### src/hmc_pkg.sv
// ----------------------------------------------------------------------------
// hmc_pkg
// Shared types, codes and the syndrome action table of the hamming (8,4) codec
// ----------------------------------------------------------------------------
package hmc_pkg;

    localparam int unsigned DATA_W   = 8;
    localparam int unsigned NIB_W    = 4;
    localparam int unsigned SYN_W    = 4;
    localparam int unsigned MAT_W    = 32;
    localparam int unsigned CNT_W    = 32;
    localparam int unsigned STATUS_W = 2;
    localparam int unsigned CFG_IDX_W = 8;

    localparam logic [MAT_W-1:0] GEN_RESET = 32'd2025116385;
    localparam logic [MAT_W-1:0] CHK_RESET = 32'd2216786910;

    typedef enum logic {
        OP_ENCODE = 1'b0,
        OP_DECODE = 1'b1
    } t_op;

    typedef enum logic [STATUS_W-1:0] {
        ST_OK            = 2'd0,
        ST_CORRECTED     = 2'd1,
        ST_UNCORRECTABLE = 2'd2
    } t_status;

    localparam logic [CFG_IDX_W-1:0] CFG_GENERATOR = 8'd0;
    localparam logic [CFG_IDX_W-1:0] CFG_CHECK     = 8'd1;

    // action codes: 0..7 bit to flip, else one of these
    localparam logic [3:0] ACT_UNCORRECTABLE = 4'd9;
    localparam logic [3:0] ACT_CLEAN         = 4'd10;

    function automatic logic [3:0] syndrome_action(input logic [SYN_W-1:0] syn);
        logic [3:0] act;
        case (syn)
            4'd0:    act = ACT_CLEAN;
            4'd1:    act = 4'd4;
            4'd2:    act = 4'd5;
            4'd4:    act = 4'd6;
            4'd7:    act = 4'd3;
            4'd8:    act = 4'd7;
            4'd11:   act = 4'd2;
            4'd13:   act = 4'd1;
            4'd14:   act = 4'd0;
            default: act = ACT_UNCORRECTABLE;
        endcase
        return act;
    endfunction

endpackage

### src/hamming_8_4_codec.sv
// ----------------------------------------------------------------------------
// hamming_8_4_codec
// Hamming (8,4) encoder / decoder with programmable GF(2) matrices
// ----------------------------------------------------------------------------
// Usage:
//   Input channel (i_valid / o_ready) carries an operation and a data byte;
//   encode takes the low nibble and returns the code byte, decode takes a code
//   byte and returns the repaired nibble with a status.
//   Output channel (o_valid / i_ready) returns one item per input item, with
//   the decoded, corrected and uncorrected counters as they stand after it.
//   Configuration channel (i_cfg_valid / o_cfg_ready) writes the generator
//   (index 0) or the transposed check matrix (index 1); other indexes are
//   ignored. Writes are always taken and belong to idle periods only.
//   Path: an accepted item sits in the input register, then the matrix
//   products, table lookup and counter update run in one pass into the
//   result register, which drives o_valid.
//   Throughput is one item per cycle while the receiver takes results.
//   When the receiver stalls, the result register holds and one further item
//   is taken into the input register before o_ready drops.
//   Synchronous reset clears the pipeline, the counters and loads the default
//   matrices.
// ----------------------------------------------------------------------------
module hamming_8_4_codec (
    input  logic                                i_clk,
    input  logic                                i_rst_n,
    input  logic                                i_valid,
    output logic                                o_ready,
    input  logic                                i_operation,
    input  logic [hmc_pkg::DATA_W-1:0]          i_data_in,
    output logic                                o_valid,
    input  logic                                i_ready,
    output logic [hmc_pkg::DATA_W-1:0]          o_data_out,
    output logic [hmc_pkg::STATUS_W-1:0]        o_status,
    output logic [hmc_pkg::CNT_W-1:0]           o_decoded_count,
    output logic [hmc_pkg::CNT_W-1:0]           o_corrected_count,
    output logic [hmc_pkg::CNT_W-1:0]           o_uncorrected_count,
    input  logic                                i_cfg_valid,
    output logic                                o_cfg_ready,
    input  logic [hmc_pkg::CFG_IDX_W-1:0]       i_cfg_index,
    input  logic [hmc_pkg::MAT_W-1:0]           i_cfg_data
);

    logic [hmc_pkg::MAT_W-1:0]    r_gen;
    logic [hmc_pkg::MAT_W-1:0]    r_chk;

    logic                         r_s1_valid;
    hmc_pkg::t_op                 r_s1_op;
    logic [hmc_pkg::DATA_W-1:0]   r_s1_data;

    logic                         r_out_valid;
    hmc_pkg::t_op                 r_out_op;
    logic [hmc_pkg::DATA_W-1:0]   r_out_data;
    hmc_pkg::t_status             r_out_status;
    logic [hmc_pkg::CNT_W-1:0]    r_dec_cnt;
    logic [hmc_pkg::CNT_W-1:0]    r_cor_cnt;
    logic [hmc_pkg::CNT_W-1:0]    r_unc_cnt;

    logic                         out_load;
    logic                         in_take;
    logic [hmc_pkg::DATA_W-1:0]   code;
    logic [hmc_pkg::SYN_W-1:0]    syn;
    logic [3:0]                   act;
    logic [hmc_pkg::NIB_W-1:0]    flip;
    logic [hmc_pkg::DATA_W-1:0]   n_out_data;
    hmc_pkg::t_status             n_out_status;

    assign out_load    = r_s1_valid && (!r_out_valid || i_ready);
    assign o_ready     = !r_s1_valid || out_load;
    assign in_take     = i_valid && o_ready;
    assign o_cfg_ready = 1'b1;

    // generator rows and check rows selected by message / code bits
    always_comb begin
        code = '0;
        for (int i = 0; i < hmc_pkg::NIB_W; i++) begin
            if (r_s1_data[i]) begin
                code = code ^ r_gen[i*hmc_pkg::DATA_W +: hmc_pkg::DATA_W];
            end
        end
        syn = '0;
        for (int j = 0; j < hmc_pkg::DATA_W; j++) begin
            if (r_s1_data[j]) begin
                syn = syn ^ r_chk[j*hmc_pkg::SYN_W +: hmc_pkg::SYN_W];
            end
        end
    end

    assign act = hmc_pkg::syndrome_action(syn);

    always_comb begin
        flip = '0;
        // flips of parity positions fall outside the nibble
        if (act[3] == 1'b0 && act[2] == 1'b0) begin
            flip[act[1:0]] = 1'b1;
        end
    end

    always_comb begin
        n_out_status = hmc_pkg::ST_OK;
        n_out_data   = code;
        if (r_s1_op == hmc_pkg::OP_DECODE) begin
            if (act == hmc_pkg::ACT_UNCORRECTABLE) begin
                n_out_status = hmc_pkg::ST_UNCORRECTABLE;
                n_out_data   = {4'd0, r_s1_data[hmc_pkg::NIB_W-1:0]};
            end else if (act == hmc_pkg::ACT_CLEAN) begin
                n_out_data   = {4'd0, r_s1_data[hmc_pkg::NIB_W-1:0]};
            end else begin
                n_out_status = hmc_pkg::ST_CORRECTED;
                n_out_data   = {4'd0, r_s1_data[hmc_pkg::NIB_W-1:0] ^ flip};
            end
        end
    end

    always_ff @(posedge i_clk) begin
        if (!i_rst_n) begin
            r_gen <= hmc_pkg::GEN_RESET;
            r_chk <= hmc_pkg::CHK_RESET;
        end else if (i_cfg_valid) begin
            if (i_cfg_index == hmc_pkg::CFG_GENERATOR) begin
                r_gen <= i_cfg_data;
            end else if (i_cfg_index == hmc_pkg::CFG_CHECK) begin
                r_chk <= i_cfg_data;
            end
        end
    end

    always_ff @(posedge i_clk) begin
        if (!i_rst_n) begin
            r_s1_valid <= 1'b0;
        end else if (o_ready) begin
            r_s1_valid <= i_valid;
        end
    end

    always_ff @(posedge i_clk) begin
        if (in_take) begin
            r_s1_op   <= hmc_pkg::t_op'(i_operation);
            r_s1_data <= i_data_in;
        end
    end

    always_ff @(posedge i_clk) begin
        if (!i_rst_n) begin
            r_out_valid <= 1'b0;
            r_dec_cnt   <= '0;
            r_cor_cnt   <= '0;
            r_unc_cnt   <= '0;
        end else begin
            if (out_load) begin
                r_out_valid <= 1'b1;
            end else if (i_ready) begin
                r_out_valid <= 1'b0;
            end
            if (out_load && r_s1_op == hmc_pkg::OP_DECODE) begin
                r_dec_cnt <= r_dec_cnt + 1'b1;
                if (n_out_status == hmc_pkg::ST_CORRECTED) begin
                    r_cor_cnt <= r_cor_cnt + 1'b1;
                end
                if (n_out_status == hmc_pkg::ST_UNCORRECTABLE) begin
                    r_unc_cnt <= r_unc_cnt + 1'b1;
                end
            end
        end
    end

    always_ff @(posedge i_clk) begin
        if (out_load) begin
            r_out_op     <= r_s1_op;
            r_out_data   <= n_out_data;
            r_out_status <= n_out_status;
        end
    end

    assign o_valid             = r_out_valid;
    assign o_data_out          = r_out_data;
    assign o_status            = r_out_status;
    assign o_decoded_count     = r_dec_cnt;
    assign o_corrected_count   = r_cor_cnt;
    assign o_uncorrected_count = r_unc_cnt;

    // encode results never report an error
    a_encode_ok: assert property (@(posedge i_clk) disable iff (!i_rst_n)
        (r_out_valid && r_out_op == hmc_pkg::OP_ENCODE) |-> (r_out_status == hmc_pkg::ST_OK))
        else $error("encode result with non-ok status");

    // decoded nibble carries no upper bits
    a_decode_nibble: assert property (@(posedge i_clk) disable iff (!i_rst_n)
        (r_out_valid && r_out_op == hmc_pkg::OP_DECODE) |-> (r_out_data[7:4] == 4'd0))
        else $error("decode result has upper bits set");

    // each decode bumps the decoded counter by one
    a_decode_count: assert property (@(posedge i_clk) disable iff (!i_rst_n)
        (out_load && r_s1_op == hmc_pkg::OP_DECODE) |=>
            (r_dec_cnt == $past(r_dec_cnt) + 1'b1))
        else $error("decoded counter did not advance");

    // counters stay put unless a result is loaded
    a_count_hold: assert property (@(posedge i_clk) disable iff (!i_rst_n)
        !out_load |=> ($stable(r_dec_cnt) && $stable(r_cor_cnt) && $stable(r_unc_cnt)))
        else $error("counter moved without a result");

    // input side only stalls when an item is held in the input register
    a_stall_cause: assert property (@(posedge i_clk) disable iff (!i_rst_n)
        !o_ready |-> (r_s1_valid && r_out_valid && !i_ready))
        else $error("input stalled without cause");

endmodule

### config.mk
export PLATFORM = sky130hd
export DESIGN_NAME = hamming_8_4_codec
export DESIGN_NICKNAME = d
export VERILOG_FILES = /design/src/hmc_pkg.sv /design/src/hamming_8_4_codec.sv
export SDC_FILE = /design/constraint.sdc
export NUM_CORES = 1
export LEC_CHECK = 0
export BUFFER_PORTS_ARGS = -buffer_cell sky130_fd_sc_hd__buf_4
export CAP_MARGIN = 5
export CORE_MARGIN = 5
export CORE_UTILIZATION = 30
export CTS_CLUSTER_DIAMETER = 40
export CTS_CLUSTER_SIZE = 30
export DETAILED_ROUTE_END_ITERATION = 10
export SETUP_SLACK_MARGIN = 0.05
export SYNTH_ARGS = -nofsm -noshare
export SYNTH_HDL_FRONTEND = slang
export SYNTH_SLANG_ARGS = --single-unit
export TNS_END_PERCENT = 1
### constraint.sdc
create_clock -name i_clk -period 4.6 [get_ports i_clk]
set_input_delay 0.92 -clock i_clk [delete_from_list [all_inputs] [get_ports i_clk]]
set_output_delay 0.92 -clock i_clk [all_outputs]
set_load 0.005 [all_outputs]
# After elaboration in Yosys (flattened, before gate mapping)
# Memories as Yosys holds them, arrays and structs flattened.
# Cells that the tools add are included.
[totals]
ff_bits = 181
rom_bits = 64
input_bits = 54
output_inout_bits = 109
memories = 1
[op_classes]
n_addsub = 3
magnitude_cmp = 2
n_eq_ne = 5
muxes = 23
bitwise = 14
n_reduce_logical = 15
[mem_list]
columns = ["memory", "depth", "width", "read_ports", "rd_ports_with_merged_regs", "wr", "line_no", "source"]
rows = [
  ["(no name shown)", 16, 4, 1, 0, 0, "hmc_pkg.sv:38", "case (syn)"],
]
[op_table]
columns = ["cell", "count"]
rows = [
  ["$add A32 B1 Y32 const B", 3],
  ["$mux W4", 11],
  ["$mux W8", 5],
  ["$xor A4 B4 Y4", 8],
  ["$xor A8 B8 Y8", 3],
  ["$eq A4 B4 Y1 const B", 2],
  ["$eq A8 B1 Y1 const B", 1],
  ["$logic_not A8 Y1", 1],
  ["$reduce_and A2 Y1", 3],
  ["$logic_and A1 B1 Y1", 5],
  ["$mux W1", 4],
  ["$mux W2", 2],
  ["$lt A2 B3 Y1 const B", 1],
  ["$not A1 Y1", 3],
  ["$reduce_and A3 Y1", 1],
  ["$demux W1 S2", 1],
  ["$eq A2 B1 Y1 const B", 1],
  ["$eq A2 B2 Y1 const B", 1],
  ["$ge A2 B1 Y1 const B", 1],
  ["$logic_not A1 Y1", 2],
  ["$logic_or A1 B1 Y1", 2],
  ["$reduce_bool A2 Y1", 1],
]

# Depth between registers and ports, before layout
# An unclocked memory read counts as a cell.
[depth]
word_depth = 25
depth_mapped = 14
depth_no_buf = 11

# Worst setup path after synthesis
# OpenSTA, ideal clock, no wires.
[synth_path]
path_kind = "reg-to-reg"
start = "register r_s1_data[6] (netlist bit)"
end = "register r_unc_cnt (netlist bit o_uncorrected_count[20])"
setup_ns = 0.070
arrival_ns = 2.973
required_time_ns = 4.530
path_slack_ns = 1.556
path_stages_with_launch = 14
path_buffers = 2
period_less_slack_ns = 3.044
path_cell_list = "edfxtp_1 -> nand2_1 -> xor2_1 -> xnor2_2 -> xnor2_2 -> inv_2 -> ha_1 -> clkbuf_1 -> inv_1 -> a211o_1 -> buf_2 -> a21o_1 -> or4_1 -> a21oi_1"
[synth_between]
elab_chain_len = 10
word_cells_on_any_way = 11
[synth_lines]
columns = ["element", "line_no", "source"]
rows = [
  ["from (decl)", "hamming_8_4_codec.sv:48", "logic [hmc_pkg::DATA_W-1:0] r_s1_data;"],
  ["from (signal assigned)", "hamming_8_4_codec.sv:138", "r_s1_data <= i_data_in;"],
  ["$mux W4 (*)", "hamming_8_4_codec.sv:82", "if (r_s1_data[j]) begin"],
  ["$xor A4 B4 Y4", "hamming_8_4_codec.sv:83", "syn = syn ^ r_chk[j*hmc_pkg::SYN_W +: hmc_pkg::SYN_W];"],
  ["$mux W4 (*)", "hamming_8_4_codec.sv:82", ""],
  ["$mem_v2 Z16 W4 (*)", "--", ""],
  ["$eq A4 B4 Y1", "hamming_8_4_codec.sv:105", "end else if (act == hmc_pkg::ACT_CLEAN) begin"],
  ["$mux W1", "hamming_8_4_codec.sv:105", ""],
  ["$mux W2 (*)", "hamming_8_4_codec.sv:102", "if (act == hmc_pkg::ACT_UNCORRECTABLE) begin"],
  ["$mux W2 (*)", "hamming_8_4_codec.sv:101", "if (r_s1_op == hmc_pkg::OP_DECODE) begin"],
  ["$eq A2 B2 Y1 (*)", "hamming_8_4_codec.sv:159", "if (n_out_status == hmc_pkg::ST_UNCORRECTABLE) begin"],
  ["$reduce_and A2 Y1 (no line) (*)", "--", ""],
  ["to (signal assigned)", "hamming_8_4_codec.sv:160", "r_unc_cnt <= r_unc_cnt + 1'b1;"],
  ["to (decl)", "hamming_8_4_codec.sv:56", "logic [hmc_pkg::CNT_W-1:0] r_unc_cnt;"],
]
# Every way passes the cells marked *; elsewhere a longest branch is shown, timed or not.
# A chain may end at the register's enable or synchronous reset.

# Final worst setup path
[layout_path]
start = "register r_s1_data[2] (netlist bit)"
end = "register r_unc_cnt (netlist bit o_uncorrected_count[21])"
[layout_between]
elab_chain_len = 18
word_cells_on_any_way = 19
[layout_lines]
columns = ["element", "line_no"]
rows = [
  ["$mux W4 (*)", "hamming_8_4_codec.sv:82"],
  ["$xor A4 B4 Y4", "hamming_8_4_codec.sv:83"],
  ["$mux W4 (*)", "hamming_8_4_codec.sv:82"],
  ["$xor A4 B4 Y4", "hamming_8_4_codec.sv:83"],
  ["$mux W4 (*)", "hamming_8_4_codec.sv:82"],
  ["$xor A4 B4 Y4", "hamming_8_4_codec.sv:83"],
  ["$mux W4 (*)", "hamming_8_4_codec.sv:82"],
  ["$xor A4 B4 Y4", "hamming_8_4_codec.sv:83"],
  ["[... 2 more ...]", "--"],
  ["$mux W4 (*)", "hamming_8_4_codec.sv:82"],
  ["$mem_v2 Z16 W4 (*)", "--"],
  ["$eq A4 B4 Y1", "hamming_8_4_codec.sv:105"],
  ["$mux W1", "hamming_8_4_codec.sv:105"],
  ["$mux W2 (*)", "hamming_8_4_codec.sv:102"],
  ["$mux W2 (*)", "hamming_8_4_codec.sv:101"],
  ["$eq A2 B2 Y1 (*)", "hamming_8_4_codec.sv:159"],
  ["$reduce_and A2 Y1 (no line) (*)", "--"],
]
# Marks and branches as above.

==> impl_metrics.py <==
metrics = {
    "sta": {
        "finalSetupViolCount": 0,
        "hold_viol": 0,
        "min_period_ps": 3817,
        "fmax_ghz": 0.2620,
        "slew-limit-headroom": 0.1394,
        "tns_ps": 0,
        "setup_ws_ps": 782.8,
        "tightest_slew_ps": 1291,
        "rsz0062_at_grt": "false",
        "fin_crit_sh": 0.8298,
        "skew_ps": 20.93,
        "finalMaxSlewViolations": 0,
    },
    "logic_synthesis": {
        "syn_area_um2": 8504,
        "ys_seq_area_frac": 0.4484,
        "synth_top_cell_area_share": 0.3813,
        "synthTopCellsByCount": "243 x nand2_1, 162 x dfxtp_1, 84 x a21oi_1",
        "async_reset_ff_frac": 0,
        "yosysWarnings": 0,
        "synthMostInstantiatedCell": "nand2_1",
        "synth_ff_type": "dfxtp_1",
        "synthCells": 1020,
        "synth.largest_area_cell": "dfxtp_1",
        "synth_edf_count": 19,
        "synth_cell_types": 56,
        "netlist_top_cells_area": "dfxtp_1 38%, nand2_1 11%, edfxtp_1 6.7%, xnor2_1 5.8%, a21oi_1 4.9%",
        "avgSynthCellArea_um2": 8.338,
        "ys_ff_latch": 181,
        "syn_nets": 1078,
    },
    "die": {
        "fp.dieW_um": 178.4,
        "placementRows": 61,
        "pin_count": 163,
        "start_util": 0.3053,
        "core_area_um2": 27860,
        "dieArea_um2": 31820,
        "die_y_um": 178.4,
    },
    "min_path": {
        "min-delay-start": "r_gen[1]",
        "hp-class": "flip-flop to flip-flop",
        "min_path_cells": 2,
    },
    "worst_setup_path": {
        "critPathLaunchType": "flip-flop",
        "path_max_fanout": 25,
        "reg2regPathDepth": 11,
        "r2r-start": "r_s1_data[2]",
        "worstPathRequired_ps": 4950,
        "startpoint": "r_s1_data[2]",
        "crit_arrival_ps": 4170,
        "critPathCaptureType": "flip-flop",
        "crit_type": "flip-flop to flip-flop",
    },
    "cts": {
        "ctsHoldBuffers": 0,
        "tritoncts": "yes",
        "ctsLongestPathBuffers": 2,
        "clkSinkCount": 181,
        "cts-root-buf": "clkbuf_16",
        "cts_setup_buffers": 0,
        "clk_pin_slew_ps": 80,
        "numCtsBuffers": 17,
        "cts_resized": 0,
        "htree_levels": 4,
        "insertion_delay_ps": 430,
    },
    "place": {
        "place_area_um2": 10010,
        "gp_congestion": 0.8069,
        "hpwl_um": 17330,
        "dp_cells": 1514,
        "port_buffers": 161,
        "dp_slack_ps": 805.9,
    },
    "outcome": {
        "status": "completed",
    },
    "drt": {
        "via_count": 7467,
        "routed_wl_um": 23810,
        "drtIter0Drc": 479,
        "vias_per_cell": 4.830,
        "dr.pass1.iters": 5,
        "avgRoutedWirePerCell_um": 15.40,
        "drc_errors": 0,
        "ant_nets": 0,
    },
    "global_routing": {
        "grt_max_degree": 78,
        "grt_antenna_before_repair": 0,
        "grt_overflow": 0,
        "grt_pass1_vias": 6858,
        "grt_pass1_wl_um": 37340,
        "grt_usage": 0.1470,
    },
    "power_and_ir_drop": {
        "powerDensity_nw_per_um2": 319.8,
        "p_total_uw": 3377,
        "leakage_uw": 0.004018,
        "ir_drop_uv": 194.9,
    },
    "cells_and_area": {
        "stdcell_area_um2": 10560,
        "n_antenna_cell": 0,
        "drive_above_1_share": 0.2029,
        "final_nets": 1213,
        "syn2layout_area_growth_pct": 24.17,
        "stdcell_count": 1546,
    },
    "flow_run": {
        "max_cap_viol_count": 0,
    },
}
area by class of cell:
class | count | area [µm²]
fill | 2874 | 17300
multi-input combinational | 764 | 4362
sequential | 181 | 3814
timing repair buffer | 172 | 1291
tap | 378 | 473.0
clock buffer | 19 | 432.9
clock inverter | 13 | 115.1
inverter | 19 | 72.57
metrics by stage:
stage                     hold slack [ps]    util
final                               456.1  0.3791
after global routing                469.2  0.3791
after CTS                           456.3  0.3791
after detailed placement            446.9  0.3594
after global placement              442.3  0.3594
after floorplan                     436.6       -
cells in the final DEF (no fill, tap or decap), drive strengths merged, types with 7 or more instances in the layout:
cell type and instances:
inv 25, xnor2 66, buf 172, xor2 29
clkbuf 19, nor2 59, nor3 8, or3 37
and4 9, nand3 62, a211oi 7, nand2b 9
nand4 20, o21ai 37, a21oi 85, and3 19
mux2i 10, or4 7, nand2 247, dfxtp 162
edfxtp 19
worst max-delay path: stages, from the launching register on:
cell and delay, ps:
edfxtp_1 330, buf_4 230, nand2_1 100, xnor2_1 140, xnor2_1 140, xnor2_1 780
ha_1 450, inv_1 90, a211o_1 400, a21o_1 450, or4_1 480, a21oi_1 150
power by group:
group          internal [µW]  leakage (µW)  switching [µW]
Clock                    712      0.000265             677
Combinational            140       0.00226             221
Sequential              1610       0.00149            14.3
cells by family (layout without fill, tap and decap cells):
family | count (synthesis) | in the layout | share of synthesized area
DFF | 181 | 181 | 0.4484
muxes | 10 | 10 | 0.01177
buffers and inverters | 75 | 223 | 0.03869
AOI/OAI and AO/OA | 154 | 154 | 0.1120
xor gates and xnor gates | 95 | 95 | 0.1067
other | 1 | 1 | 0.0004409
adders and majority gates | 4 | 4 | 0.005885
and+or+nand+nor | 500 | 500 | 0.2761
flip-flops by register name (all words and copies together) (netlist names), 2 cells and up:
register and count:
o_uncorrected_count 32, r_gen 32, o_decoded_count 32, r_chk 32
o_data_out 8, o_corrected_count 32, r_s1_data 8, o_status 2
worst paths after layout:
| check | end | slack (ps) |
|---|---|---|
| setup / recovery | o_uncorrected_count[21] | 780 |
| hold / removal | r_gen[1] | 460 |
| setup reg to reg | o_uncorrected_count[21] | 780 |
| hold reg to reg | r_gen[1] | 460 |
routing by layer:
layer / vias up / share of wire / track usage
met1: 3507 / 0.48 / 0.2158
met3: 10 / 0.073 / 0.03328
met5: - / 0 / 0
met4: 0 / 0.0073 / 0.03006
met2: 208 / 0.44 / 0.2215
li1: 3742 / - / -
No activity file was read; power rests on OpenSTA's default activity.
